**src/design/jts_pkg.sv**
```systemverilog
// shared types and event codes of the json token scanner
`timescale 1ns / 1ps

package jts_pkg;

  localparam int MaxRes = 3;

  typedef enum logic [3:0] {
    EvStrByte  = 4'd0,
    EvNumByte  = 4'd1,
    EvObjBegin = 4'd2,
    EvObjEnd   = 4'd3,
    EvArrBegin = 4'd4,
    EvArrEnd   = 4'd5,
    EvStrDone  = 4'd6,
    EvKeyDone  = 4'd7,
    EvNumDone  = 4'd8,
    EvDocDone  = 4'd9,
    EvBad      = 4'd10,
    EvEof      = 4'd11,
    EvDepth    = 4'd12
  } event_e;

  typedef struct packed {
    event_e     ev;
    logic [7:0] data;
    logic [7:0] depth;
    logic       nl;
  } res_t;

  typedef struct packed {
    logic [1:0]             cnt;
    res_t [MaxRes-1:0]      res;
  } bundle_t;

endpackage

```
**src/design/jts_front.sv**
```systemverilog
// byte scanner: per-byte state update and event bundle generation
`timescale 1ns / 1ps

module jts_front import jts_pkg::*; #(
  parameter int MaxDepth = 255
) (
  input  logic       clk_i,
  input  logic       rst_ni,
  input  logic       accept_i,
  input  logic [7:0] in_byte_i,
  input  logic       end_of_input_i,
  output logic       push_o,
  output bundle_t    bundle_o
);

  localparam logic [7:0] DepthLimit = (MaxDepth > 255) ? 8'd255 : 8'(MaxDepth);

  localparam logic [7:0] ChLf     = 8'h0A;
  localparam logic [7:0] ChTab    = 8'h09;
  localparam logic [7:0] ChCr     = 8'h0D;
  localparam logic [7:0] ChSpace  = 8'h20;
  localparam logic [7:0] ChComma  = 8'h2C;
  localparam logic [7:0] ChQuote  = 8'h22;
  localparam logic [7:0] ChBslash = 8'h5C;
  localparam logic [7:0] ChColon  = 8'h3A;
  localparam logic [7:0] ChLbrack = 8'h5B;
  localparam logic [7:0] ChRbrack = 8'h5D;
  localparam logic [7:0] ChLbrace = 8'h7B;
  localparam logic [7:0] ChRbrace = 8'h7D;
  localparam logic [7:0] ChMinus  = 8'h2D;
  localparam logic [7:0] ChPlus   = 8'h2B;
  localparam logic [7:0] ChDot    = 8'h2E;
  localparam logic [7:0] ChZero   = 8'h30;
  localparam logic [7:0] ChNine   = 8'h39;
  localparam logic [7:0] ChLowA   = 8'h61;
  localparam logic [7:0] ChLowZ   = 8'h7A;
  localparam logic [7:0] ChUpA    = 8'h41;
  localparam logic [7:0] ChUpE    = 8'h45;
  localparam logic [7:0] ChLowE   = 8'h65;
  localparam logic [7:0] ChLowB   = 8'h62;
  localparam logic [7:0] ChLowF   = 8'h66;
  localparam logic [7:0] ChLowN   = 8'h6E;
  localparam logic [7:0] ChLowR   = 8'h72;
  localparam logic [7:0] ChLowT   = 8'h74;
  localparam logic [7:0] ChLowU   = 8'h75;

  typedef enum logic [2:0] {
    MIdle, MStr, MEsc, MHex, MColon, MNum, MDone, MErr
  } mode_e;

  function automatic res_t mk_res(event_e ev, logic [7:0] data, logic [7:0] dep, logic nl);
    res_t r;
    r.ev    = ev;
    r.data  = data;
    r.depth = dep;
    r.nl    = nl;
    return r;
  endfunction

  mode_e       mode_q, mode_d;
  logic [15:0] acc_q, acc_d;
  logic [1:0]  hcnt_q, hcnt_d;
  logic [7:0]  dep_q, dep_d;
  logic        nl_q, nl_d;

  res_t [MaxRes-1:0] res_v;
  logic [1:0]        n_v;
  logic              do_idle;
  logic [7:0]        c;
  logic [7:0]        up;
  logic [15:0]       hex_n;
  logic              is_digit;
  logic              is_ws;

  assign c        = in_byte_i;
  assign is_digit = (c >= ChZero) && (c <= ChNine);
  assign is_ws    = (c == ChSpace) || ((c >= ChTab) && (c <= ChCr));
  assign up       = ((c >= ChLowA) && (c <= ChLowZ)) ? c - 8'd32 : c;
  assign hex_n    = is_digit ? {12'd0, c[3:0]} : {8'd0, up} + 16'd10 - {8'd0, ChUpA};

  always_comb begin
    mode_d  = mode_q;
    acc_d   = acc_q;
    hcnt_d  = hcnt_q;
    dep_d   = dep_q;
    nl_d    = nl_q;
    res_v   = '0;
    n_v     = 2'd0;
    do_idle = 1'b0;
    if (mode_q != MDone && mode_q != MErr) begin
      if (end_of_input_i) begin
        if (mode_q == MNum) begin
          res_v[n_v] = mk_res(EvNumDone, 8'd0, dep_q, nl_q);
          n_v = n_v + 2'd1;
          nl_d = 1'b0;
          if (dep_q == 8'd0) begin
            res_v[n_v] = mk_res(EvDocDone, 8'd0, dep_q, 1'b0);
            mode_d = MDone;
          end else begin
            res_v[n_v] = mk_res(EvEof, 8'd0, dep_q, 1'b0);
            mode_d = MErr;
          end
          n_v = n_v + 2'd1;
        end else begin
          res_v[n_v] = mk_res(EvEof, 8'd0, dep_q, nl_q);
          n_v = n_v + 2'd1;
          mode_d = MErr;
        end
      end else begin
        unique case (mode_q)
          MStr: begin
            if (c == ChBslash) begin
              mode_d = MEsc;
            end else if (c == ChQuote) begin
              mode_d = MColon;
            end else begin
              res_v[n_v] = mk_res(EvStrByte, c, dep_q, nl_q);
              n_v = n_v + 2'd1;
            end
          end
          MEsc: begin
            mode_d = MStr;
            res_v[n_v] = mk_res(EvStrByte, c, dep_q, nl_q);
            n_v = n_v + 2'd1;
            case (c)
              ChLowB: res_v[0].data = 8'h08;
              ChLowF: res_v[0].data = 8'h0C;
              ChLowN: res_v[0].data = 8'h0A;
              ChLowR: res_v[0].data = 8'h0D;
              ChLowT: res_v[0].data = 8'h09;
              ChLowU: begin
                n_v    = 2'd0;
                res_v  = '0;
                acc_d  = 16'd0;
                hcnt_d = 2'd0;
                mode_d = MHex;
              end
              default: ;
            endcase
          end
          MHex: begin
            acc_d = {acc_q[11:0], 4'h0} + hex_n;
            if (hcnt_q == 2'd3) begin
              hcnt_d = 2'd0;
              mode_d = MStr;
              if (acc_d < 16'h0080) begin
                res_v[0] = mk_res(EvStrByte, acc_d[7:0], dep_q, nl_q);
                n_v = 2'd1;
              end else if (acc_d < 16'h0800) begin
                res_v[0] = mk_res(EvStrByte, {3'b110, acc_d[10:6]}, dep_q, nl_q);
                res_v[1] = mk_res(EvStrByte, {2'b10, acc_d[5:0]}, dep_q, nl_q);
                n_v = 2'd2;
              end else begin
                res_v[0] = mk_res(EvStrByte, {4'hE, acc_d[15:12]}, dep_q, nl_q);
                res_v[1] = mk_res(EvStrByte, {2'b10, acc_d[11:6]}, dep_q, nl_q);
                res_v[2] = mk_res(EvStrByte, {2'b10, acc_d[5:0]}, dep_q, nl_q);
                n_v = 2'd3;
              end
            end else begin
              hcnt_d = hcnt_q + 2'd1;
            end
          end
          MColon: begin
            if (!is_ws) begin
              res_v[0] = mk_res((c == ChColon) ? EvKeyDone : EvStrDone, 8'd0, dep_q, nl_q);
              n_v  = 2'd1;
              nl_d = 1'b0;
              if (dep_q == 8'd0) begin
                res_v[1] = mk_res(EvDocDone, 8'd0, dep_q, 1'b0);
                n_v = 2'd2;
                mode_d = MDone;
              end else begin
                mode_d  = MIdle;
                do_idle = (c != ChColon);
              end
            end
          end
          MNum: begin
            if (is_digit || c == ChPlus || c == ChMinus || c == ChLowE ||
                c == ChUpE || c == ChDot) begin
              res_v[0] = mk_res(EvNumByte, c, dep_q, nl_q);
              n_v = 2'd1;
            end else begin
              res_v[0] = mk_res(EvNumDone, 8'd0, dep_q, nl_q);
              n_v  = 2'd1;
              nl_d = 1'b0;
              if (dep_q == 8'd0) begin
                res_v[1] = mk_res(EvDocDone, 8'd0, dep_q, 1'b0);
                n_v = 2'd2;
                mode_d = MDone;
              end else begin
                mode_d  = MIdle;
                do_idle = 1'b1;
              end
            end
          end
          default: begin
            mode_d  = MIdle;
            do_idle = 1'b1;
          end
        endcase
        if (do_idle) begin
          case (c)
            ChLf: nl_d = 1'b1;
            ChSpace, ChTab, ChCr, ChComma: ;
            ChLbrack, ChLbrace: begin
              if (dep_d >= DepthLimit) begin
                res_v[n_v] = mk_res(EvDepth, 8'd0, dep_d, nl_d);
                mode_d = MErr;
              end else begin
                dep_d = dep_d + 8'd1;
                res_v[n_v] = mk_res((c == ChLbrack) ? EvArrBegin : EvObjBegin,
                                    8'd0, dep_d, nl_d);
                nl_d = 1'b0;
              end
              n_v = n_v + 2'd1;
            end
            ChRbrack, ChRbrace: begin
              if (dep_d == 8'd0) begin
                res_v[n_v] = mk_res(EvBad, 8'd0, dep_d, nl_d);
                n_v = n_v + 2'd1;
                mode_d = MErr;
              end else begin
                dep_d = dep_d - 8'd1;
                res_v[n_v] = mk_res((c == ChRbrack) ? EvArrEnd : EvObjEnd,
                                    8'd0, dep_d, nl_d);
                n_v = n_v + 2'd1;
                nl_d = 1'b0;
                if (dep_d == 8'd0) begin
                  res_v[n_v] = mk_res(EvDocDone, 8'd0, dep_d, 1'b0);
                  n_v = n_v + 2'd1;
                  mode_d = MDone;
                end
              end
            end
            ChQuote: mode_d = MStr;
            default: begin
              if (is_digit || c == ChMinus) begin
                res_v[n_v] = mk_res(EvNumByte, c, dep_d, nl_d);
                mode_d = MNum;
              end else begin
                res_v[n_v] = mk_res(EvBad, 8'd0, dep_d, nl_d);
                mode_d = MErr;
              end
              n_v = n_v + 2'd1;
            end
          endcase
        end
      end
    end
  end

  assign push_o       = accept_i && (n_v != 2'd0);
  assign bundle_o.cnt = n_v;
  assign bundle_o.res = res_v;

  always_ff @(posedge clk_i or negedge rst_ni) begin
    if (!rst_ni) begin
      mode_q <= MIdle;
      acc_q  <= 16'd0;
      hcnt_q <= 2'd0;
      dep_q  <= 8'd0;
      nl_q   <= 1'b0;
    end else if (accept_i) begin
      mode_q <= mode_d;
      acc_q  <= acc_d;
      hcnt_q <= hcnt_d;
      dep_q  <= dep_d;
      nl_q   <= nl_d;
    end
  end

  // a finished or failed document never produces events again
  a_silent_after_end: assert property (@(posedge clk_i) disable iff (!rst_ni)
    (mode_q == MDone || mode_q == MErr) |-> !push_o)
    else $error("events after end of document");

  a_depth_limit: assert property (@(posedge clk_i) disable iff (!rst_ni)
    dep_q <= DepthLimit)
    else $error("nesting depth above limit");

  a_error_sticks: assert property (@(posedge clk_i) disable iff (!rst_ni)
    $past(mode_q == MErr) |-> mode_q == MErr)
    else $error("error state left");

endmodule

```
**src/design/jts_queue.sv**
```systemverilog
// two-entry queue of event bundles between scanner and output stage
`timescale 1ns / 1ps

module jts_queue import jts_pkg::*; (
  input  logic    clk_i,
  input  logic    rst_ni,
  input  logic    push_i,
  input  bundle_t push_data_i,
  output logic    full_o,
  input  logic    pop_i,
  output logic    empty_o,
  output bundle_t head_o
);

  bundle_t    mem_q [2];
  logic       wr_ptr_q, rd_ptr_q;
  logic [1:0] count_q;

  assign full_o  = (count_q == 2'd2);
  assign empty_o = (count_q == 2'd0);
  assign head_o  = mem_q[rd_ptr_q];

  always_ff @(posedge clk_i) begin
    if (push_i) begin
      mem_q[wr_ptr_q] <= push_data_i;
    end
  end

  always_ff @(posedge clk_i or negedge rst_ni) begin
    if (!rst_ni) begin
      wr_ptr_q <= 1'b0;
      rd_ptr_q <= 1'b0;
      count_q  <= 2'd0;
    end else begin
      if (push_i) wr_ptr_q <= ~wr_ptr_q;
      if (pop_i)  rd_ptr_q <= ~rd_ptr_q;
      count_q <= count_q + {1'b0, push_i} - {1'b0, pop_i};
    end
  end

  a_no_overflow: assert property (@(posedge clk_i) disable iff (!rst_ni)
    push_i |-> !full_o)
    else $error("push into full queue");

  a_no_underflow: assert property (@(posedge clk_i) disable iff (!rst_ni)
    pop_i |-> !empty_o)
    else $error("pop from empty queue");

  a_no_empty_bundle: assert property (@(posedge clk_i) disable iff (!rst_ni)
    push_i |-> push_data_i.cnt != 2'd0)
    else $error("empty bundle queued");

endmodule

```
**src/design/jts_back.sv**
```systemverilog
// output stage: walks each bundle and presents one event per transfer
`timescale 1ns / 1ps

module jts_back import jts_pkg::*; (
  input  logic       clk_i,
  input  logic       rst_ni,
  input  logic       empty_i,
  input  bundle_t    head_i,
  output logic       pop_o,
  output logic       out_valid_o,
  input  logic       out_ready_i,
  output logic [3:0] event_res_o,
  output logic [7:0] data_byte_o,
  output logic [7:0] nest_depth_o,
  output logic       newline_before_o,
  output logic       last_o
);

  logic       load;
  logic       take;
  logic       is_last;
  logic [1:0] slot_q;
  logic       valid_q;
  res_t       res_q;
  logic       last_q;

  assign load    = !valid_q || out_ready_i;
  assign take    = load && !empty_i;
  assign is_last = (slot_q == head_i.cnt - 2'd1);
  assign pop_o   = take && is_last;

  always_ff @(posedge clk_i or negedge rst_ni) begin
    if (!rst_ni) begin
      valid_q <= 1'b0;
      slot_q  <= 2'd0;
    end else begin
      if (load) valid_q <= !empty_i;
      if (take) slot_q  <= is_last ? 2'd0 : slot_q + 2'd1;
    end
  end

  always_ff @(posedge clk_i) begin
    if (take) begin
      res_q  <= head_i.res[slot_q];
      last_q <= is_last;
    end
  end

  assign out_valid_o      = valid_q;
  assign event_res_o      = res_q.ev;
  assign data_byte_o      = res_q.data;
  assign nest_depth_o     = res_q.depth;
  assign newline_before_o = res_q.nl;
  assign last_o           = last_q;

  a_slot_in_range: assert property (@(posedge clk_i) disable iff (!rst_ni)
    !empty_i |-> slot_q < head_i.cnt)
    else $error("slot beyond bundle");

  a_last_after_pop: assert property (@(posedge clk_i) disable iff (!rst_ni)
    pop_o |=> (out_valid_o && last_o))
    else $error("bundle popped without last event");

  a_slot_reset_on_pop: assert property (@(posedge clk_i) disable iff (!rst_ni)
    pop_o |=> slot_q == 2'd0)
    else $error("slot not rewound");

endmodule

```
**src/design/json_token_scanner.sv**
```systemverilog
// top level of the streaming json token scanner
`timescale 1ns / 1ps

// Streaming JSON tokenizer. One text byte is taken per cycle whenever the two-entry
// event queue has room; each byte yields zero to three token events, which leave one
// per output transfer. Bytes that cause no event (whitespace, quotes, escape starts)
// never occupy the output, so the sustained rate is one byte per cycle until the
// output port, at one event per cycle, becomes the limit. First event of a byte is
// written to the event queue as the byte is taken, then to the output register. After
// docdone or an error the block keeps accepting bytes and drops them until reset.
module json_token_scanner import jts_pkg::*; #(
  parameter int MAX_DEPTH = 255
) (
  input  logic       clk_i,
  input  logic       rst_ni,
  input  logic       in_valid_i,
  output logic       in_ready_o,
  input  logic [7:0] in_byte_i,
  input  logic       end_of_input_i,
  output logic       out_valid_o,
  input  logic       out_ready_i,
  output logic [3:0] event_res_o,
  output logic [7:0] data_byte_o,
  output logic [7:0] nest_depth_o,
  output logic       newline_before_o,
  output logic       last_o
);

  logic    accept;
  logic    push;
  bundle_t push_bundle;
  logic    full;
  logic    empty;
  logic    pop;
  bundle_t head;

  assign in_ready_o = !full;
  assign accept     = in_valid_i && in_ready_o;

  jts_front #(
    .MaxDepth(MAX_DEPTH)
  ) u_front (
    .clk_i,
    .rst_ni,
    .accept_i      (accept),
    .in_byte_i,
    .end_of_input_i,
    .push_o        (push),
    .bundle_o      (push_bundle)
  );

  jts_queue u_queue (
    .clk_i,
    .rst_ni,
    .push_i      (push),
    .push_data_i (push_bundle),
    .full_o      (full),
    .pop_i       (pop),
    .empty_o     (empty),
    .head_o      (head)
  );

  jts_back u_back (
    .clk_i,
    .rst_ni,
    .empty_i          (empty),
    .head_i           (head),
    .pop_o            (pop),
    .out_valid_o,
    .out_ready_i,
    .event_res_o,
    .data_byte_o,
    .nest_depth_o,
    .newline_before_o,
    .last_o
  );

endmodule

```
**config.mk**
```make
export PLATFORM = sky130hd
export DESIGN_NAME = json_token_scanner
export DESIGN_NICKNAME = d
export VERILOG_FILES = /design/src/design/jts_pkg.sv /design/src/design/jts_front.sv /design/src/design/jts_queue.sv /design/src/design/jts_back.sv /design/src/design/json_token_scanner.sv
export SDC_FILE = /design/constraint.sdc
export NUM_CORES = 1
export LEC_CHECK = 0
export BUFFER_PORTS_ARGS = -buffer_cell sky130_fd_sc_hd__buf_2
export CORE_UTILIZATION = 40
export CTS_CLUSTER_SIZE = 28
export DETAILED_ROUTE_END_ITERATION = 7
export GPL_TIMING_DRIVEN = 0
export SLEW_MARGIN = 40
export SYNTH_ARGS = -nofsm -noshare
export SYNTH_HDL_FRONTEND = slang
export SYNTH_HIERARCHICAL = 1
export SYNTH_SLANG_ARGS = --single-unit
```
**constraint.sdc**
```tcl
create_clock -name clk_i -period 7.4 [get_ports clk_i]
set_clock_uncertainty 0.1 [all_clocks]
set_input_delay 1.48 -clock clk_i [delete_from_list [all_inputs] [get_ports clk_i]]
set_output_delay 1.48 -clock clk_i [all_outputs]
set_load 0.05 [all_outputs]
```
==> impl_metrics.json, run 1 <==
{
  "irDropWorstVdd_uv": 193,
  "h-tree-depth": 4,
  "final-setup-viol-count": 0,
  "clk_transition_reported_paths_ns": 0.07,
  "finalHoldViolCount": 0,
  "via_per_inst": 6.15,
  "place_area_um2": 13400,
  "slew_headroom_pct": 40.1,
  "cts-root-buf": "sky130_fd_sc_hd__clkbuf_16",
  "yosys.cell_count.top_type": "sky130_fd_sc_hd__edfxtp_1",
  "core_region_area_um2": 30600,
  "cell_type_contributing_the_most_total_cell_area_after_synthesis": "sky130_fd_sc_hd__edfxtp_1",
  "synthesis.area_per_instance_um2": 10.3,
  "die-height_um": 179,
  "drt_first_iter_violations": 1208,
  "drt.antenna.violating_nets": 0,
  "grt.overflow.total": 0,
  "setup-tns-final_ns": 0,
  "clk_sink_count": 185,
  "worstPathArrival_ns": 7.25,
  "critPathKind": "input pin to register",
  "clock_insertion_delay_at_the_later_pin_of_the_skew_report_ns": 0.45,
  "total_routed_wirelength_um": 39800,
  "wire_length_of_the_first_global_routing_pass_um": 60400,
  "floorplan.io_pins": 37,
  "timing.final.crit_share_pct": 97.3,
  "fp.dieArea_um2": 31900,
  "p_leak_nw": 5.25,
  "tritoncts": "yes",
  "post_synth_main_area_contributors": "sky130_fd_sc_hd__edfxtp_1 37%, sky130_fd_sc_hd__dfrtp_1 6.6%, sky130_fd_sc_hd__mux2_4 4.8%",
  "timing.hold.worst.class": "register to register",
  "setup_crit_end_kind": "register",
  "synth_enable_flop_cells": 152,
  "measured_slew_at_the_worst_slew_check_pin_ns": 0.895,
  "hpwlAfterDp_um": 29300,
  "timing_max_transition_violations_final": 0,
  "synth_seq_cells": 185,
  "place_congestion": 0.948,
  "num-fill-cells": 2866,
  "post_synth_top_flop": "sky130_fd_sc_hd__edfxtp_1",
  "via_count": 10400,
  "synth-seq-area-share_pct": 43.2,
  "power_density_nw_per_um2": 400,
  "async_flop_share_pct": 17.8,
  "post_synth_inst_count": 1211,
  "clock_tree.buffer_depth": 2,
  "cts_buffers": 17,
  "number_of_global_route_vias_before_repair": 9811,
  "worst-endpoint-required_ns": 7.45,
  "drv_cap": 0,
  "finish.instance_area_um2": 14300,
  "start_util_pct": 40.8,
  "drive_gt1_share_pct": 22.4,
  "portBuffers": 36,
  "detailed_route_drc_error_count": 0,
  "antenna_cells": 0,
  "critical_path_fanouts_max": 11,
  "nNetsFinal": 1333,
  "layout-area-overhead-vs-synth_pct": 14.4,
  "grt_util_all_layers_pct": 25.6,
  "post_drt_wl_per_cell_um": 23.5,
  "synth.yosys.warnings": 6,
  "min_period_ns": 7.20,
  "syn-cell-area_um2": 12500,
  "synth_top_area_share_pct": 36.6,
  "antenna_found_initial": 0,
  "standard_cell_rows": 64,
  "maximum_number_of_pins_on_one_net_before_global_route_repair": 35,
  "run_status": "finished, final reports clean",
  "ys_top_cells_by_count": "152 x sky130_fd_sc_hd__edfxtp_1, 116 x sky130_fd_sc_hd__nand2_1, 82 x sky130_fd_sc_hd__nor2_1, 81 x sky130_fd_sc_hd__a21oi_1, 78 x sky130_fd_sc_hd__o21ai_0",
  "drt_pass1_iterations": 6,
  "startpoint_type": "input pin",
  "die_x_um": 179,
  "synthDistinctLibCells": 109,
  "fmax_mhz": 139
}
==> stage by stage <==
step | power, W | utilization, % | setup slack, ns | hold WS, ns | cells
6_report | 0.00571 | 46.6 | 0.203 | 0.387 | 1694
5_1_grt | 0.00601 | 46.6 | -0.0617 | 0.417 | 1694
4_1_cts | 0.00562 | 46.1 | 0.0432 | 0.392 | 1685
3_5_place_dp | 0.00462 | 43.8 | -0.920 | 0.375 | 1649
3_3_place_gp | 0.00455 | 43.4 | -1.82 | 0.370 | 1644
2_1_floorplan | 0.00376 | - | 0.0141 | 0.354 | 1212
==> path summary, 6_finish.rpt <==
kind	startpoint	endpoint	slack [ns]	cells after the start
max	in_byte_i[1]	u_queue/mem_q[0][35]	0.20	27
min	u_front/acc_q[0]	u_front/acc_q[0]	0.39	2
max reg2reg	u_front/dep_q[0]	u_queue/mem_q[0][30]	2.37	19
min reg2reg	u_front/acc_q[0]	u_front/acc_q[0]	0.39	2
max in group asynchronous	rst_ni	u_front/acc_q[11]	5.88	1
min in group asynchronous	rst_ni	u_queue/count_q[1]	0.92	1
==> per-layer routing <==
metal  vias to the layer above  global-route usage, %  part of all wire [%]
met5                         -                      0                     0
met4                         0                   8.79                   2.7
met3                        75                   3.45                   7.5
met2                       499                   38.8                    44
met1                      5079                   37.2                    46
li1                       4764                      -                     -
==> worst max-delay path, cell delays in order <==
cell and delay, ns:
sky130_fd_sc_hd__buf_2 0.12, sky130_fd_sc_hd__clkbuf_16 0.16, sky130_fd_sc_hd__inv_4 0.05, sky130_fd_sc_hd__ha_4 0.18, sky130_fd_sc_hd__or4b_4 0.55, sky130_fd_sc_hd__o211ai_2 0.19
sky130_fd_sc_hd__o211ai_2 0.18, sky130_fd_sc_hd__nand4b_4 0.18, sky130_fd_sc_hd__inv_1 0.16, sky130_fd_sc_hd__ha_2 0.44, sky130_fd_sc_hd__o21ai_1 0.11, sky130_fd_sc_hd__o21a_1 0.25
sky130_fd_sc_hd__or4_1 0.54, sky130_fd_sc_hd__nand4_1 0.20, sky130_fd_sc_hd__xnor2_2 0.19, sky130_fd_sc_hd__a31oi_4 0.19, sky130_fd_sc_hd__o21ai_4 0.23, sky130_fd_sc_hd__ha_2 0.24
sky130_fd_sc_hd__inv_2 0.09, sky130_fd_sc_hd__clkbuf_8 0.18, sky130_fd_sc_hd__nand3_1 0.10, sky130_fd_sc_hd__a31oi_2 0.11, sky130_fd_sc_hd__a2bb2oi_2 0.20, sky130_fd_sc_hd__o32ai_4 0.26
sky130_fd_sc_hd__nor2b_4 0.28, sky130_fd_sc_hd__buf_4 0.19, sky130_fd_sc_hd__buf_8 0.16
==> registers in the layout, indices dropped and copies added, names as in the netlist, 3 cells and up <==
register / count
u_back/event_res_o: 4
u_queue/mem_q: 130
u_back/nest_depth_o: 8
u_front/mode_q: 3
u_back/data_byte_o: 8
u_front/acc_q: 12
u_front/dep_q: 8
==> cells by family after synthesis <==
| kind of cell | count (synthesis) | share of synthesized area, % |
|---|---|---|
| AOI/OAI and AO/OA | 374 | 20.7 |
| and+or+nand+nor | 364 | 15.7 |
| DFF | 185 | 43.2 |
| buffers and inverters | 122 | 4.72 |
| muxes | 93 | 9.33 |
| xor gates and xnor gates | 37 | 2.78 |
| adders and majority gates | 35 | 3.57 |
| other | 1 | 0.0301 |
==> power by group <==
group / switching, W / internal [W] / total [W]
registers: 0.000112 / 0.00158 / 0.00169
logic: 0.00198 / 0.00108 / 0.00306
clock network: 0.000441 / 0.000523 / 0.000964
total: 0.00253 / 0.00318 / 0.00571
==> timing repair <==
action,in CTS,in global routing
hold buffers,0,0
setup endpoints to repair,174,200
setup buffers,3,9
endpoints found under the hold margin,0,0
resized for setup,6,21
pin swaps,1,4
gates cloned,1,0
==> final cells by class <==
type,instances,area [um2],area share (%)
Clock inverter,14,181,1.27
Timing Repair Buffer,53,403,2.82
Tap cell,396,495,3.47
Sequential cell,185,5390,37.8
Buffer,80,470,3.30
Inverter,42,166,1.17
Multi-Input combinational cell,906,6720,47.1
Clock buffer,18,439,3.08
==> layout by cell type (no fill, tap or decap), drive strengths merged, types with 9 or more instances in the layout <==
cell	count
ha	34
xnor2	28
a31oi	18
nor2	86
clkbuf	58
and3	13
o211ai	11
a22oi	14
o31ai	21
nor2b	10
edfxtp	152
mux2i	27
mux2	66
dfrtp	33
nor3	28
inv	47
or4	9
nor4	14
o22ai	11
nand2	117
buf	93
a21oi	86
a21o	14
o21ai	89
a211oi	15
nand3	27
Note: power is estimated with default switching activity, not from simulation.
==> run 2, diff against run 1 <==
- SYNTH_HIERARCHICAL: 1 -> not set
==> run 2 against run 1 <==
  * Global-route usage shrank 0.71 points
  * Critical path depth rose by 3
  * Worst hold slack gained 0.0051 ns
  * Critical path type unchanged
  * Setup slack got worse by 0.067 ns
  * Utilization increased by 1.8 points
  * Largest power group unchanged
==> impl_metrics.json, run 2 <==
{
  "min_period_ns": 7.26,
  "drt_pass1_iterations": 7,
  "post_drt_wl_per_cell_um": 22.5,
  "timing_max_transition_violations_final": 0,
  "layout_commonest_cell": "sky130_fd_sc_hd__edfxtp_1",
  "h-tree-depth": 4,
  "grt_util_all_layers_pct": 24.9,
  "cts_buffers": 17,
  "post_synth_inst_count": 1201,
  "clock_tree.buffer_depth": 2,
  "setup_crit_end_kind": "register",
  "worst-endpoint-required_ns": 7.44,
  "mostFrequentLayoutCells": "152 x sky130_fd_sc_hd__edfxtp_1, 115 x sky130_fd_sc_hd__nor2_1, 98 x sky130_fd_sc_hd__nand2_1, 87 x sky130_fd_sc_hd__a21oi_1, 70 x sky130_fd_sc_hd__o21ai_0",
  "slew_headroom_pct": 40.1,
  "seq_area_um2": 5390,
  "synth_seq_cells": 185,
  "start_util_pct": 41.0,
  "largest_reg_flops": 130,
  "timing.critical_path.slowest_cell_delay_ns": 0.54,
  "core_region_area_um2": 29000,
  "ys_top_cells_by_count": "152 x sky130_fd_sc_hd__edfxtp_1, 120 x sky130_fd_sc_hd__nor2_1, 100 x sky130_fd_sc_hd__nand2_1, 90 x sky130_fd_sc_hd__a21oi_1, 78 x sky130_fd_sc_hd__o21ai_0",
  "timing.final.crit_share_pct": 98.2,
  "synth_enable_flop_cells": 152,
  "cell_type_contributing_the_most_total_cell_area_after_synthesis": "sky130_fd_sc_hd__edfxtp_1",
  "die-height_um": 174,
  "maximum_number_of_pins_on_one_net_before_global_route_repair": 34,
  "synth-seq-area-share_pct": 45.3,
  "clock_insertion_delay_at_the_later_pin_of_the_skew_report_ns": 0.44,
  "via_per_inst": 6.19,
  "cts_hold_repair.buffers": 0,
  "hold_slack_ns": 0.393,
  "tritoncts": "yes",
  "num-fill-cells": 2714,
  "hpwlAfterDp_um": 28000,
  "antenna_cells": 0,
  "cpMaxStageDelayCell": "sky130_fd_sc_hd__or4_4",
  "cts-root-buf": "sky130_fd_sc_hd__clkbuf_16",
  "largest_register": "u_queue.mem_q",
  "worst_reg_to_reg_path_cell_count": 17,
  "finalHoldViolCount": 0,
  "irDropWorstVdd_uv": 182,
  "synthesis.area_per_instance_um2": 9.91,
  "layout-area-overhead-vs-synth_pct": 17.9,
  "startpoint_type": "input pin",
  "drive_gt1_share_pct": 18.5,
  "total_routed_wirelength_um": 37900,
  "standard_cell_rows": 62,
  "via_count": 10400,
  "biggestRegsByFlops": "u_queue.mem_q: 130 flops, u_front.acc_q: 12 flops",
  "async_flop_share_pct": 17.8,
  "drv_cap": 0,
  "rsz0062_at_grt": "true",
  "post_synth_top_flop": "sky130_fd_sc_hd__edfxtp_1",
  "fp.dieArea_um2": 30400,
  "wire_length_of_the_first_global_routing_pass_um": 58500,
  "fmax_mhz": 138,
  "critPathKind": "input pin to register",
  "synth_top_area_share_pct": 38.4,
  "detailed_route_drc_error_count": 0,
  "nNetsFinal": 1337,
  "clk_transition_reported_paths_ns": 0.08,
  "power_density_nw_per_um2": 324,
  "grt.overflow.total": 0,
  "synthDistinctLibCells": 94,
  "number_of_global_route_vias_before_repair": 9840,
  "clk_sink_count": 185,
  "final-setup-viol-count": 0,
  "antenna_found_initial": 1,
  "synth.yosys.warnings": 0,
  "multiInputGateArea_um2": 6370,
  "place_congestion": 0.964,
  "die_x_um": 174,
  "floorplan.io_pins": 37,
  "min_path_cells": 2,
  "worstPathArrival_ns": 7.31,
  "yosys.cell_count.top_type": "sky130_fd_sc_hd__edfxtp_1",
  "finish.instance_area_um2": 14000,
  "drt.antenna.violating_nets": 0,
  "post_synth_main_area_contributors": "sky130_fd_sc_hd__edfxtp_1 38%, sky130_fd_sc_hd__dfrtp_1 6.9%, sky130_fd_sc_hd__mux4_2 4.0%",
  "measured_slew_at_the_worst_slew_check_pin_ns": 0.875,
  "place_area_um2": 12900,
  "timing.hold.worst.class": "register to register",
  "drt_first_iter_violations": 1254,
  "critical_path_fanouts_max": 10,
  "syn-cell-area_um2": 11900,
  "p_leak_nw": 5.04,
  "run_status": "finished, final reports clean",
  "portBuffers": 34
}
[run 2: cell types whose count changed in the layout (fill, tap and decap cells not counted), sizes merged, moves of 15 or more]
cell   delta
mux2     -64
mux4     +21
inv      +15
o22ai    +16
nand2    -16
nor2     +37
[run 2: path summary, 6_finish.rpt]
| kind | start | end | slack (ns) |
|---|---|---|---|
| max reg2reg | u_front.dep_q[0] | u_queue.mem_q[0][22] | 2.23 |
| min reg2reg | u_front.acc_q[3] | u_front.acc_q[3] | 0.39 |
| max in group asynchronous | rst_ni | u_front.acc_q[11] | 5.89 |
| min | u_front.acc_q[3] | u_front.acc_q[3] | 0.39 |
| min in group asynchronous | rst_ni | u_queue.count_q[1] | 0.90 |
| max | in_byte_i[2] | u_queue.mem_q[1][48] | 0.14 |
[run 2: repair_timing]
item / in CTS / in global routing
endpoints found under the hold margin: 0 / 0
gates cloned: 0 / 4
pin swaps: 11 / 21
gates resized for setup: 20 / 46
endpoints found under the setup margin: 235 / 205
buffers inserted: 10 / 13
[run 2: power by group]
| part | internal [W] | switching (W) | total [W] |
|---|---|---|---|
| clock | 0.000468 | 0.000465 | 0.000933 |
| sequential | 0.00140 | 0.0000766 | 0.00148 |
| combinational | 0.000715 | 0.00142 | 0.00213 |
[run 2: kinds of logic (layout without fill, tap and decap cells)]
logic type	count (synthesis)	after routing	synth area share (%)
buffers and inverters	131	226	4.51
muxes	52	52	6.60
AOI/OAI and AO/OA	377	377	21.0
xor gates and xnor gates	42	42	3.15
DFF	185	185	45.3
and+or+nand+nor	375	375	15.3
adders and majority gates	38	38	4.06
other	1	4	0.0315
[run 2: layout make-up]
cell class	instances	share of cell area, %
Multi-Input combinational cell	888	45.4
Sequential cell	185	38.4
Timing Repair Buffer	65	4.24
Tap cell	384	3.42
Clock buffer	18	3.13
Buffer	74	2.69
Inverter	55	1.53
Clock inverter	14	1.21
[run 2: per-layer routing]
layer	share of wire [%]	global-route usage, %
met1	45	36.5
met2	45	37.6
met3	7.5	3.65
met4	2.8	8.15
met5	0	0
[run 2: stage by stage]
step	power, W	util (%)	std cells	setup WS, ns	TNS (ns)
2_1_floorplan	0.00293	-	1204	-0.0221	-1.43
3_3_place_gp	0.00344	43.9	1622	-1.99	-340.02
3_5_place_dp	0.00348	44.4	1629	-1.27	-222.03
4_1_cts	0.00446	47.1	1671	0.0240	0
5_1_grt	0.00479	48.4	1683	-0.0933	-5.37
6_report	0.00454	48.4	1683	0.136	0
[run 2: critical path, delay by kind of cell]
family          cells  cell delay [ns]
compound gates     10             2.27
simple gates        7             1.13
fa+ha+maj           3             0.70
xor+xnor            4             0.82
buf+inv             6             0.85
